--- config.mk ---
export PLATFORM = sky130hd
export DESIGN_NAME = lidar_obstacle_zone_detector
export DESIGN_NICKNAME = d
export VERILOG_FILES = /design/src/sv/lozd_pkg.sv /design/src/sv/lidar_obstacle_zone_detector.sv /design/src/sv/lozd_ctrl.sv /design/src/sv/lozd_dp.sv /design/src/sv/lozd_cfg.sv
export VERILOG_INCLUDE_DIRS = /design/src /design/src/sv
export SDC_FILE = /design/constraint.sdc
export NUM_CORES = 2
export LEC_CHECK = 0
export CAP_MARGIN = 15
export CORE_MARGIN = 3
export CORE_UTILIZATION = 35
export DETAILED_ROUTE_END_ITERATION = 8
export DONT_BUFFER_PORTS = 1
export PLACE_DENSITY = 0.54
export SYNTH_ARGS = -nofsm -noshare
export SYNTH_HDL_FRONTEND = slang
export SYNTH_SLANG_ARGS = --single-unit
--- constraint.sdc ---
create_clock -name clk -period 10.05 [get_ports clk]
set_clock_uncertainty 0.1 [all_clocks]
set_input_delay 1.5075 -clock clk [delete_from_list [all_inputs] [get_ports clk]]
set_output_delay 1.5075 -clock clk [all_outputs]
set_load 0.005 [all_outputs]
--- src/sv/assert_macros.svh ---
// Assertion macros shared by the detector modules.
`ifndef ASSERT_MACROS_SVH
`define ASSERT_MACROS_SVH
`ifndef SYNTHESIS
`define ASSERT_IMPLIES(label, clk, rst_n, a, c) \
	label: assert property (@(posedge clk) disable iff (!rst_n) (a) |-> (c)) else $error("label");
`define ASSERT_NEXT(label, clk, rst_n, a, c) \
	label: assert property (@(posedge clk) disable iff (!rst_n) (a) |=> (c)) else $error("label");
`else
`define ASSERT_IMPLIES(label, clk, rst_n, a, c)
`define ASSERT_NEXT(label, clk, rst_n, a, c)
`endif
`endif

--- src/sv/lozd_pkg.sv ---
// Shared types and constants of the lidar obstacle zone detector.
package lozd_pkg;
	localparam int MaxBeams = 2048;
	localparam int TrigFracBits = 15;
	localparam int Iters = TrigFracBits + 1;
	localparam int IterW = $clog2(Iters + 1);
	localparam int AccW = 40;
	localparam int KQ = (652032874 + (1 << (29 - TrigFracBits))) >> (30 - TrigFracBits);

	localparam logic [2:0] REG_YAW = 3'd0;
	localparam logic [2:0] REG_SIDE = 3'd1;
	localparam logic [2:0] REG_START = 3'd2;
	localparam logic [2:0] REG_STEP = 3'd3;
	localparam logic [2:0] REG_FWD = 3'd4;
	localparam logic [2:0] REG_NEAR = 3'd5;
	localparam logic [2:0] REG_FAR = 3'd6;
	localparam logic [2:0] REG_THR = 3'd7;

	localparam logic [1:0] SIDE_RIGHT = 2'd1;
	localparam logic [1:0] SIDE_LEFT = 2'd2;

	typedef enum logic [2:0] {ST_IDLE, ST_PHASE, ST_LOAD, ST_ITER, ST_ROUND, ST_OUT} state_t;

	typedef struct packed {
		logic capture;
		logic phase;
		logic load;
		logic iter;
		logic round;
		logic finish;
	} cmd_t;

	typedef struct packed {
		logic skip;
		logic iter_done;
	} sts_t;

	function automatic logic [31:0] atan_lut(input logic [4:0] i);
		logic [31:0] t;
		unique case (i)
			5'd0: t = 32'h20000000; 5'd1: t = 32'h12E4051E; 5'd2: t = 32'h09FB385B;
			5'd3: t = 32'h051111D4; 5'd4: t = 32'h028B0D43; 5'd5: t = 32'h0145D7E1;
			5'd6: t = 32'h00A2F61E; 5'd7: t = 32'h00517C55; 5'd8: t = 32'h0028BE53;
			5'd9: t = 32'h00145F2F; 5'd10: t = 32'h000A2F98; 5'd11: t = 32'h000517CC;
			5'd12: t = 32'h00028BE6; 5'd13: t = 32'h000145F3; 5'd14: t = 32'h0000A2FA;
			5'd15: t = 32'h0000517D; 5'd16: t = 32'h000028BE; 5'd17: t = 32'h0000145F;
			5'd18: t = 32'h00000A30; 5'd19: t = 32'h00000518; 5'd20: t = 32'h0000028C;
			5'd21: t = 32'h00000146; 5'd22: t = 32'h000000A3; 5'd23: t = 32'h00000051;
			default: t = 32'h0;
		endcase
		return t;
	endfunction
endpackage

--- src/sv/lidar_obstacle_zone_detector.sv ---
// Per sample: capture, phase, load, a 16-step CORDIC loop, rounding, then output.
// A skipped sample goes from phase straight to rounding; the CORDIC loop sets the sample rate.
// One sample is in flight; the next is taken the cycle after the result transaction.
// Asynchronous active-low reset clears control, hit count and configuration registers to defaults.
// Top level of the lidar obstacle zone detector.
module lidar_obstacle_zone_detector import lozd_pkg::*; (
	input logic clk,
	input logic arst_n,
	input logic s_axis_tvalid,
	output logic s_axis_tready,
	input logic [31:0] s_axis_tdata, // range_mm[15:0], beam_index[26:16], point_valid[27]
	input logic s_axis_tlast,
	output logic m_axis_tvalid,
	input logic m_axis_tready,
	output logic [47:0] m_axis_tdata, // point_x[16:0], point_y[33:17], in_zone[34],
	                                  // zone_hits[46:35], obstacle_detected[47]
	output logic m_axis_tlast, // scan_done
	input logic cfg_valid,
	output logic cfg_ready,
	input logic [2:0] cfg_index,
	input logic [15:0] cfg_data
);
	logic [15:0] yaw, st, stp, fwd, nr, fr;
	logic [1:0] side;
	logic [10:0] thr;
	cmd_t cmd;
	sts_t sts;
	logic [48:0] res;

	lozd_cfg u_cfg (.clk, .arst_n, .cfg_valid, .cfg_ready, .cfg_index, .cfg_data,
		.mount_yaw(yaw), .sensor_side(side), .scan_start_angle(st), .scan_angle_step(stp),
		.forward_limit(fwd), .near_side_limit(nr), .far_side_limit(fr), .hit_threshold(thr));

	lozd_ctrl u_ctrl (.clk, .arst_n, .in_valid(s_axis_tvalid), .in_ready(s_axis_tready),
		.out_valid(m_axis_tvalid), .out_ready(m_axis_tready), .sts, .cmd);

	lozd_dp u_dp (.clk, .arst_n, .cmd, .sts, .range_mm(s_axis_tdata[15:0]),
		.beam_index(s_axis_tdata[26:16]), .point_valid(s_axis_tdata[27]),
		.last_of_scan(s_axis_tlast), .mount_yaw(yaw), .sensor_side(side),
		.scan_start_angle(st), .scan_angle_step(stp), .forward_limit(fwd),
		.near_side_limit(nr), .far_side_limit(fr), .hit_threshold(thr), .res);

	// pull scan_done out of the result word into tlast
	assign m_axis_tdata = {res[48], res[47:36], res[34:0]};
	assign m_axis_tlast = res[35];
endmodule

--- src/sv/lozd_ctrl.sv ---
// Controller sequencing one sample through phase, CORDIC, rounding and output.
`include "assert_macros.svh"
module lozd_ctrl import lozd_pkg::*; (
	input logic clk,
	input logic arst_n,
	input logic in_valid,
	output logic in_ready,
	output logic out_valid,
	input logic out_ready,
	input sts_t sts,
	output cmd_t cmd
);
	state_t state_q, state_d;

	always_ff @(posedge clk or negedge arst_n) begin
		if (!arst_n) state_q <= ST_IDLE;
		else state_q <= state_d;
	end

	always_comb begin
		state_d = state_q;
		cmd = '0;
		in_ready = 1'b0;
		out_valid = 1'b0;
		unique case (state_q)
			ST_IDLE: begin
				in_ready = 1'b1;
				if (in_valid) begin
					cmd.capture = 1'b1;
					state_d = ST_PHASE;
				end
			end
			ST_PHASE: begin
				cmd.phase = 1'b1;
				state_d = sts.skip ? ST_ROUND : ST_LOAD;
			end
			ST_LOAD: begin
				cmd.load = 1'b1;
				state_d = ST_ITER;
			end
			ST_ITER: begin
				cmd.iter = 1'b1;
				if (sts.iter_done) state_d = ST_ROUND;
			end
			ST_ROUND: begin
				cmd.round = 1'b1;
				state_d = ST_OUT;
			end
			ST_OUT: begin
				// result register doubles as output; next sample waits for drain
				out_valid = 1'b1;
				if (out_ready) begin
					cmd.finish = 1'b1;
					state_d = ST_IDLE;
				end
			end
			default: state_d = ST_IDLE;
		endcase
	end

	`ASSERT_IMPLIES(a_ready_idle, clk, arst_n, in_ready, !out_valid)
	`ASSERT_NEXT(a_cap_phase, clk, arst_n, cmd.capture, state_q == ST_PHASE)
	`ASSERT_NEXT(a_out_hold, clk, arst_n, out_valid && !out_ready, out_valid)
endmodule

--- src/sv/lozd_dp.sv ---
// Datapath: phase accumulate, iterative CORDIC, rounding, zone check, hit count.
`include "assert_macros.svh"
module lozd_dp import lozd_pkg::*; (
	input logic clk,
	input logic arst_n,
	input cmd_t cmd,
	output sts_t sts,
	input logic [15:0] range_mm,
	input logic [10:0] beam_index,
	input logic point_valid,
	input logic last_of_scan,
	input logic [15:0] mount_yaw,
	input logic [1:0] sensor_side,
	input logic [15:0] scan_start_angle,
	input logic [15:0] scan_angle_step,
	input logic [15:0] forward_limit,
	input logic [15:0] near_side_limit,
	input logic [15:0] far_side_limit,
	input logic [10:0] hit_threshold,
	output logic [48:0] res
);
	logic [15:0] range_q;
	logic [10:0] idx_q;
	logic valid_q, last_q;
	logic [31:0] phase_q;
	logic signed [AccW-1:0] x_q, y_q, z_q;
	logic [IterW-1:0] it_q;
	logic [11:0] hits_q;
	logic signed [16:0] px_q, py_q;
	logic hit_q;

	logic [23:0] prod;
	logic [31:0] phase_d;
	logic signed [AccW-1:0] m, dx, dy, tab;
	logic signed [16:0] sx, sy;
	logic signed [17:0] xe, ye;
	logic hit_d;
	logic [11:0] hits_inc;

	// only the low 24 bits of index times step reach the phase
	assign prod = 24'(idx_q) * 24'(scan_angle_step);
	assign phase_d = {scan_start_angle, 16'h0} + {mount_yaw, 16'h0} + {prod, 8'h0};
	assign sts.skip = !valid_q || (32'(idx_q) >= 32'(MaxBeams));
	assign sts.iter_done = (it_q == IterW'(Iters - 1));

	assign m = AccW'(32'(range_q) * 32'(KQ));
	assign dx = y_q >>> it_q;
	assign dy = x_q >>> it_q;
	assign tab = AccW'(atan_lut(5'(it_q)));

	function automatic logic signed [16:0] to_mm(input logic signed [AccW-1:0] v);
		logic signed [AccW-1:0] r;
		r = (v + AccW'(1 << (TrigFracBits - 1))) >>> TrigFracBits;
		if (r > AccW'(65535)) return 17'sd65535;
		else if (r < -AccW'(65536)) return -17'sd65536;
		return r[16:0];
	endfunction

	assign sx = to_mm(x_q);
	assign sy = to_mm(y_q);
	assign xe = 18'(sx);
	assign ye = 18'(sy);

	always_comb begin
		priority if (sensor_side == SIDE_RIGHT)
			hit_d = (xe < $signed({2'b0, forward_limit})) && (ye < $signed({2'b0, near_side_limit}))
				&& (ye > -$signed({2'b0, far_side_limit}));
		else if (sensor_side == SIDE_LEFT)
			hit_d = (xe < $signed({2'b0, forward_limit})) && (ye < $signed({2'b0, far_side_limit}))
				&& (ye > -$signed({2'b0, near_side_limit}));
		else hit_d = 1'b0;
		if (sts.skip) hit_d = 1'b0;
	end

	assign hits_inc = (hit_d && hits_q != 12'hFFF) ? hits_q + 12'd1 : hits_q;

	always_ff @(posedge clk) begin
		if (cmd.capture) begin
			range_q <= range_mm;
			idx_q <= beam_index;
			valid_q <= point_valid;
			last_q <= last_of_scan;
		end
		if (cmd.phase) phase_q <= phase_d;
		if (cmd.load) begin
			unique case (phase_q[31:30])
				2'd0: begin x_q <= m; y_q <= '0; end
				2'd1: begin x_q <= '0; y_q <= m; end
				2'd2: begin x_q <= -m; y_q <= '0; end
				default: begin x_q <= '0; y_q <= -m; end
			endcase
			z_q <= AccW'(phase_q[29:0]);
			it_q <= '0;
		end
		if (cmd.iter) begin
			if (!z_q[AccW-1]) begin
				x_q <= x_q - dx; y_q <= y_q + dy; z_q <= z_q - tab;
			end else begin
				x_q <= x_q + dx; y_q <= y_q - dy; z_q <= z_q + tab;
			end
			it_q <= it_q + IterW'(1);
		end
		if (cmd.round) begin
			px_q <= sts.skip ? '0 : sx;
			py_q <= sts.skip ? '0 : sy;
			hit_q <= hit_d;
		end
	end

	// hit counter; cleared when the last beam's result leaves
	logic [11:0] hits_out_q;
	always_ff @(posedge clk or negedge arst_n) begin
		if (!arst_n) hits_q <= '0;
		else if (cmd.round) hits_q <= hits_inc;
		else if (cmd.finish && last_q) hits_q <= '0;
	end
	always_ff @(posedge clk) if (cmd.round) hits_out_q <= hits_inc;

	assign res = {(last_q && hits_out_q > {1'b0, hit_threshold}),
		last_q ? hits_out_q : 12'h0, last_q, hit_q, py_q, px_q};

	`ASSERT_NEXT(a_iter_bound, clk, arst_n, cmd.load, it_q == '0)
	`ASSERT_IMPLIES(a_skip_nohit, clk, arst_n, cmd.round && sts.skip, !hit_d)
	`ASSERT_NEXT(a_count_sat, clk, arst_n, cmd.round && hits_q == 12'hFFF, hits_q == 12'hFFF)
endmodule

--- src/sv/lozd_cfg.sv ---
// Configuration register file.
module lozd_cfg import lozd_pkg::*; (
	input logic clk,
	input logic arst_n,
	input logic cfg_valid,
	output logic cfg_ready,
	input logic [2:0] cfg_index,
	input logic [15:0] cfg_data,
	output logic [15:0] mount_yaw,
	output logic [1:0] sensor_side,
	output logic [15:0] scan_start_angle,
	output logic [15:0] scan_angle_step,
	output logic [15:0] forward_limit,
	output logic [15:0] near_side_limit,
	output logic [15:0] far_side_limit,
	output logic [10:0] hit_threshold
);
	assign cfg_ready = 1'b1;
	always_ff @(posedge clk or negedge arst_n) begin
		if (!arst_n) begin
			mount_yaw <= 16'd0; sensor_side <= 2'd0; scan_start_angle <= 16'hA000;
			scan_angle_step <= 16'd16384; forward_limit <= 16'd1000;
			near_side_limit <= 16'd200; far_side_limit <= 16'd500; hit_threshold <= 11'd8;
		end else if (cfg_valid) begin
			unique case (cfg_index)
				REG_YAW: mount_yaw <= cfg_data;
				REG_SIDE: sensor_side <= cfg_data[1:0];
				REG_START: scan_start_angle <= cfg_data;
				REG_STEP: scan_angle_step <= cfg_data;
				REG_FWD: forward_limit <= cfg_data;
				REG_NEAR: near_side_limit <= cfg_data;
				REG_FAR: far_side_limit <= cfg_data;
				REG_THR: hit_threshold <= cfg_data[10:0];
				default: ;
			endcase
		end
	end
endmodule

== Word level (Yosys, flattened, before mapping) ==
Memories as Yosys holds them, arrays and structs flattened. A register that Yosys moved wholly into a read port is not among the register bits.
Cells that the tools add are included.

* Memories kept: 1
* ROM bits: 960
* Input port bits: 57
* Output and inout port bits: 52
* Flip-flop bits (word level): 357

* Multiply operators: 2
* Eq/ne operators: 21
* Add/subtract/negate cells: 15
* Reductions and logical operators: 22
* $lt $le $gt $ge: 10
* Mux-type cells: 46
* Shifts and indexed selects: 2

{| class="wikitable"
|+ Memory list
! memory !! words !! bits a word !! rd ports !! clocked after Yosys merged registers in !! write ports !! RTL line !! text
|-
| (name not given) || 32 || 30 || 1 || 1 || 0 || lozd_pkg.sv:40 || <nowiki>unique case (i)</nowiki>
|}

{| class="wikitable"
|+ Operator list
! operator !! count
|-
| 40-bit 2-to-1 mux || 9
|-
| 40-bit case mux with 2 select lines || 2
|-
| 17-bit 2-to-1 mux || 6
|-
| 40-bit by 16-bit adder with 40-bit output, second input constant || 2
|-
| 40-bit adder || 2
|-
| 40-bit by 5-bit >>> shifter with 40-bit output || 2
|-
| 40-bit subtractor || 2
|-
| 32-bit adder || 2
|-
| 17-bit < comparator || 3
|-
| 25-bit by 17-bit greater-than comparator with 1-bit output, second input constant || 2
|-
| 25-bit by 17-bit < comparator with 1-bit output, second input constant || 2
|-
| 12-bit 2-to-1 mux || 4
|-
| 40-bit by 33-bit adder with 40-bit output || 1
|-
| 31-bit negator with 40-bit output || 1
|-
| 40-bit by 33-bit subtractor with 40-bit output || 1
|-
| 17-bit by 18-bit greater-than comparator with 1-bit output || 2
|-
| 16-bit negator with 18-bit output || 2
|-
| 16-bit by 14-bit multiplier with 30-bit output, second input constant || 1
|-
| 11-bit by 16-bit multiplier with 24-bit output || 1
|-
| 3-bit equality test, second input constant || 6
|-
| 3-bit case mux with 6 select lines || 1
|-
| 1-bit 2-to-1 mux || 17
|-
| 2-bit AND reduction || 8
|-
| 5-bit 2-to-1 mux || 3
|-
| 17 further kinds || 36
|}

== Logic depth before layout (Yosys ltp) ==
* Depth in word-level cells: 14
* Mapped depth: 34
* Mapped depth without buffers: 33

== Hierarchy ==
From an unflattened synthesis, not the netlist that was laid out.

* Cells, all modules: 4676
* Area total of the unflattened synthesis: 44024.7 µm²

{| class="wikitable"
|+ Modules (own cells, without submodules)
! module !! instances !! cells an instance !! area an instance (µm²)
|-
| lozd_dp || 1 || 4408 || 39574.2
|-
| lozd_cfg || 1 || 241 || 4235.3
|-
| lozd_ctrl || 1 || 27 || 215.2
|}

== Least setup slack after synthesis ==
OpenSTA, ideal clock, no wires.

* Kind: flip-flop to flip-flop
* Start point: register u_dp.idx_q[4]
* End point: register u_dp.phase_q[30] (data pin)
* Data arrival time: 6935 ps
* Cell stages (with the launch flop): 32
* Required time: 9692 ps
* Library setup time: 258 ps
* Path buffers: 1
* Slack: 2758 ps
* Cells stage by stage: edfxtp_1 clkbuf_1 nand2_1 fa_1 inv_1 fa_1 inv_1 fa_1 inv_1 fa_1 inv_1 fa_1 inv_1 ha_1 or3_1 o21ai_0 a21oi_1 xnor2_1 fa_1 inv_1 ha_1 a21oi_1 o21ai_0 a21oi_1 o21ai_0 a21oi_1 o21bai_1 a21oi_1 o21ai_0 a21o_1 a21oi_1 xnor2_1

* Word-level cells in the longest chain between the ends: 2

{| class="wikitable"
|+ RTL lines
! item !! RTL line !! text
|-
| start: declaration || lozd_dp.sv:23 || <nowiki>logic [10:0] idx_q;</nowiki>
|-
| start signal: assignment || lozd_dp.sv:80 || <nowiki>idx_q <= beam_index;</nowiki>
|-
| 11-bit by 16-bit multiplier with 24-bit output || lozd_dp.sv:41 || <nowiki>assign prod = 24'(idx_q) * 24'(scan_angle_step);</nowiki>
|-
| 32-bit adder || lozd_dp.sv:42 || <nowiki>assign phase_d = {scan_start_angle, 16'h0} + {mount_yaw, 16'h0} + {prod, 8'h0};</nowiki>
|-
| via u_dp.phase_d[30] || lozd_dp.sv:33 || <nowiki>logic [31:0] phase_d;</nowiki>
|-
| end signal: assignment || lozd_dp.sv:84 || <nowiki>if (cmd.phase) phase_q <= phase_d;</nowiki>
|-
| end: declaration || lozd_dp.sv:25 || <nowiki>logic [31:0] phase_q;</nowiki>
|}

The timed path passes the listed nets, and every way through them passes these cells.
A chain may end at the register's enable or synchronous reset.

== Worst setup path after layout ==
* Start point: register u_dp.range_q[7]
* End point: register u_dp.x_q[38] (data pin)

* Word-level cells in the longest chain between the ends: 5

{| class="wikitable"
|+ RTL lines
! item !! RTL line !! text
|-
| start: declaration || lozd_dp.sv:22 || <nowiki>logic [15:0] range_q;</nowiki>
|-
| start signal: assignment || lozd_dp.sv:79 || <nowiki>range_q <= range_mm;</nowiki>
|-
| 16-bit by 14-bit multiplier with 30-bit output || lozd_dp.sv:46 || <nowiki>assign m = AccW'(32'(range_q) * 32'(KQ));</nowiki>
|-
| 31-bit negator with 40-bit output || lozd_dp.sv:89 || <nowiki>2'd2: begin x_q <= -m; y_q <= '0; end</nowiki>
|-
| 40-bit case mux with 2 select lines || lozd_dp.sv:86 || <nowiki>unique case (phase_q[31:30])</nowiki>
|-
| 40-bit 2-to-1 mux || lozd_dp.sv:85 || <nowiki>if (cmd.load) begin</nowiki>
|-
| 40-bit 2-to-1 mux || lozd_dp.sv:95 || <nowiki>if (cmd.iter) begin</nowiki>
|-
| end signal: assignment || lozd_dp.sv:97 || <nowiki>x_q <= x_q - dx; y_q <= y_q + dy; z_q <= z_q - tab;</nowiki>
|-
| end signal: assignment || lozd_dp.sv:99 || <nowiki>x_q <= x_q + dx; y_q <= y_q - dy; z_q <= z_q + tab;</nowiki>
|-
| end: declaration || lozd_dp.sv:26 || <nowiki>logic signed [AccW-1:0] x_q, y_q, z_q;</nowiki>
|}

Every way passes these cells. The select of a mux whose other input is x is not followed.

==> impl_metrics.env <==
export IMPL_grt_pass1_wl_um=199200
export IMPL_synth_top_area_share_pct=15.61
export IMPL_nNetsFinal=5279
export IMPL_syn_area_per_cell_um2=9.235
export IMPL_grt_ovfl_total=0
export IMPL_yosysWarnings=0
export IMPL_hp_class="register to register"
export IMPL_timing_fmax_ghz=0.1206
export IMPL_crit_path_end_kind="register"
export IMPL_fin_crit_ps=8289
export IMPL_start_kind="register"
export IMPL_setup_viol=0
export IMPL_gp_congestion=0.9313
export IMPL_pin_count=109
export IMPL_numCtsBuffers=46
export IMPL_postRouteAntennaNets=0
export IMPL_ys_ff_latch=379
export IMPL_r2r_cells=25
export IMPL_rrSetupSlack_ps=1760
export IMPL_area_growth_synth_to_final_pct=7.472
export IMPL_fillerInstances=12440
export IMPL_maxCapViolCount=0
export IMPL_cts_resized=0
export IMPL_core_um2=122400
export IMPL_grt_pass1_vias=33690
export IMPL_synthFlopType="edfxtp_1"
export IMPL_tightest_slew_ps=1209
export IMPL_first_pass_iters=5
export IMPL_whs_path_depth=1
export IMPL_synthCells=4687
export IMPL_post_synth_num_cell_types=101
export IMPL_yosysMostFrequentCell="inv_1"
export IMPL_routed_wl_um=127500
export IMPL_rsz0062_at_grt="no"
export IMPL_wl_per_cell_um=20.41
export IMPL_rr_startpoint="u_dp.range_q[7]"
export IMPL_setup_tns_final_ps=0
export IMPL_grt_use_total_pct=19.77
export IMPL_first_iter_violations=2977
export IMPL_cts_hold_buf=0
export IMPL_initial_core_util_pct=35.38
export IMPL_clk_pin_slew_ps=60
export IMPL_root_buffer="clkbuf_16"
export IMPL_synth_mux_area_share_pct=9.565
export IMPL_netlist_area_um2=43290
export IMPL_worstPathRequired_ps=10290
export IMPL_rows=128
export IMPL_ys_seq_area_share_pct=24.22
export IMPL_die_h_um=357.7
export IMPL_cts_htree_levels=2
export IMPL_synth_common_cells="inv_1, ha_1, nand2_1"
export IMPL_viasPerCell=5.536
export IMPL_synth_top_family_by_area="adder cells"
export IMPL_synth_compound_area_share_pct=15.51
export IMPL_dieArea_um2=127900
export IMPL_cts_buffer_depth=3
export IMPL_cts_sinks=379
export IMPL_slew_headroom_pct=18.63
export IMPL_synthArstFlopShare_pct=32.72
export IMPL_synth_enable_flop_cells=225
export IMPL_drive_gt1_share_pct=9.195
export IMPL_synth_area_leaders="edfxtp_1, ha_1, fa_1, dfrtp_1, mux4_2"
export IMPL_synth_xor_area_share_pct=7.406
export IMPL_critPathKind="register to register"
export IMPL_grt_max_degree=125
export IMPL_cts_setup_buffers=0
export IMPL_synthAdderAreaFrac_pct=22.47
export IMPL_status="finished clean"
export IMPL_antenna_found_initial=9
export IMPL_clk_latency_ps=620
export IMPL_whs_endpoint="u_cfg.hit_threshold[2]"
export IMPL_yosys_area_top_type="edfxtp_1"
export IMPL_cts_tree="yes"
export IMPL_cp_max_fo=6
export IMPL_timing_final_crit_share_pct=82.48
export IMPL_timing_rr_end="u_dp.x_q[38]"
export IMPL_hold_viol=0
export IMPL_synthSimpleGateAreaFrac_pct=14.66
export IMPL_synth_nets=5382
export IMPL_place_detailed_hpwl_um=97890
export IMPL_min_from="u_cfg.hit_threshold[2]"
export IMPL_drcViolationCount=0
export IMPL_via_count=34590
export IMPL_cp_arrival_ps=8530
export IMPL_port_buffers=0
export IMPL_final_max_slew_violation_count=0
export IMPL_die_w_um=357.7
==> cell families after synthesis <==
kind of cell             count (synthesis)
other                                    1
adder cells (fa/ha/maj)                638
XOR/XNOR                               366
multiplexers                           265
AO/OA/AOI/OAI                         1060
buffers and inverters                  689
flip-flops                             379
AND/OR/NAND/NOR                       1289
==> layout by cell type, fill, tap and decap left out, types with 119 or more instances in the layout <==
master,n
inv_1,485
edfxtp_1,225
xnor2_1,210
fa_1,232
nand2_1,392
mux2_2,119
a21o_1,126
o21ai_0,232
and2_1,153
nor2_1,278
xor2_1,156
ha_1,406
a21oi_1,307
==> cell type report <==
cell class / count / area, µm² / share of cell area, %
multi-input combinational: 3619 / 30170 / 64.86
tap: 1625 / 2033 / 4.371
clock buffer: 58 / 1236 / 2.657
antenna: 1 / 2.502 / 0.005379
sequential: 379 / 10480 / 22.54
timing repair buffer: 47 / 400.4 / 0.8607
inverter: 491 / 1849 / 3.975
clock inverter: 28 / 340.3 / 0.7316
==> how the worst max path moves through the flow <==
stage / from / end / slack [ps] / cells past startpoint
after floorplan: u_dp.idx_q[4] / u_dp.phase_q[30] / 2760 / 31
after CTS: u_dp.range_q[7] / u_dp.x_q[38] / 1730 / 25
final: u_dp.range_q[7] / u_dp.x_q[38] / 1760 / 25
after global routing: u_dp.range_q[7] / u_dp.x_q[38] / 1210 / 25
after detailed placement: u_dp.range_q[7] / u_dp.x_q[38] / 1750 / 25
after global placement: u_dp.range_q[7] / u_dp.x_q[38] / 1780 / 25
==> registers in the layout, summed over array words and instances (netlist names), 17 cells and up <==
register      cells
u_dp.phase_q     24
u_dp.x_q         40
u_dp.y_q         40
u_dp.px_q        17
u_dp.tab         30
u_dp.py_q        17
u_dp.z_q         40
==> through the flow <==
step | hold WS, ps | setup slack (ps) | cells | cell area [µm²] | util, %
3_3_place_gp | 387.8 | 1777 | 6160 | 44940 | 36.72
3_5_place_dp | 395.8 | 1753 | 6160 | 44940 | 36.72
5_1_grt | 414.5 | 1209 | 6247 | 46520 | 38.02
2_1_floorplan | 379.3 | 2758 | 4687 | 43290 | -
4_1_cts | 409.3 | 1731 | 6246 | 46510 | 38.01
6_report | 404.9 | 1761 | 6248 | 46520 | 38.02
==> per-layer routing <==
metal	vias to the layer above	routed length, µm	GRT usage, %
li1	16460	-	-
met1	16920	60350	29.22
met2	1013	55710	30.27
met3	185	8157	2.828
met4	8	3236	4.996
met5	-	46	0
==> critical path: stages (launching register included) <==
cell      delay, ps
edfxtp_1        470
inv_1           210
fa_1            560
inv_1            40
ha_1            270
inv_1            50
fa_1            510
inv_1            60
fa_1            460
fa_1            540
inv_1            50
fa_1            490
inv_1            40
ha_1            340
a21oi_1         290
o211ai_1        130
a21oi_1         400
nor3_1          150
o31ai_1         320
o22ai_1         220
a21o_1          210
a21oi_1         160
xnor2_1         140
nor4_1          990
a21oi_1         510
o21bai_1        300
Power is not shown: default switching activity piles up to over one toggle a cycle in this logic, so the estimate is an artifact.
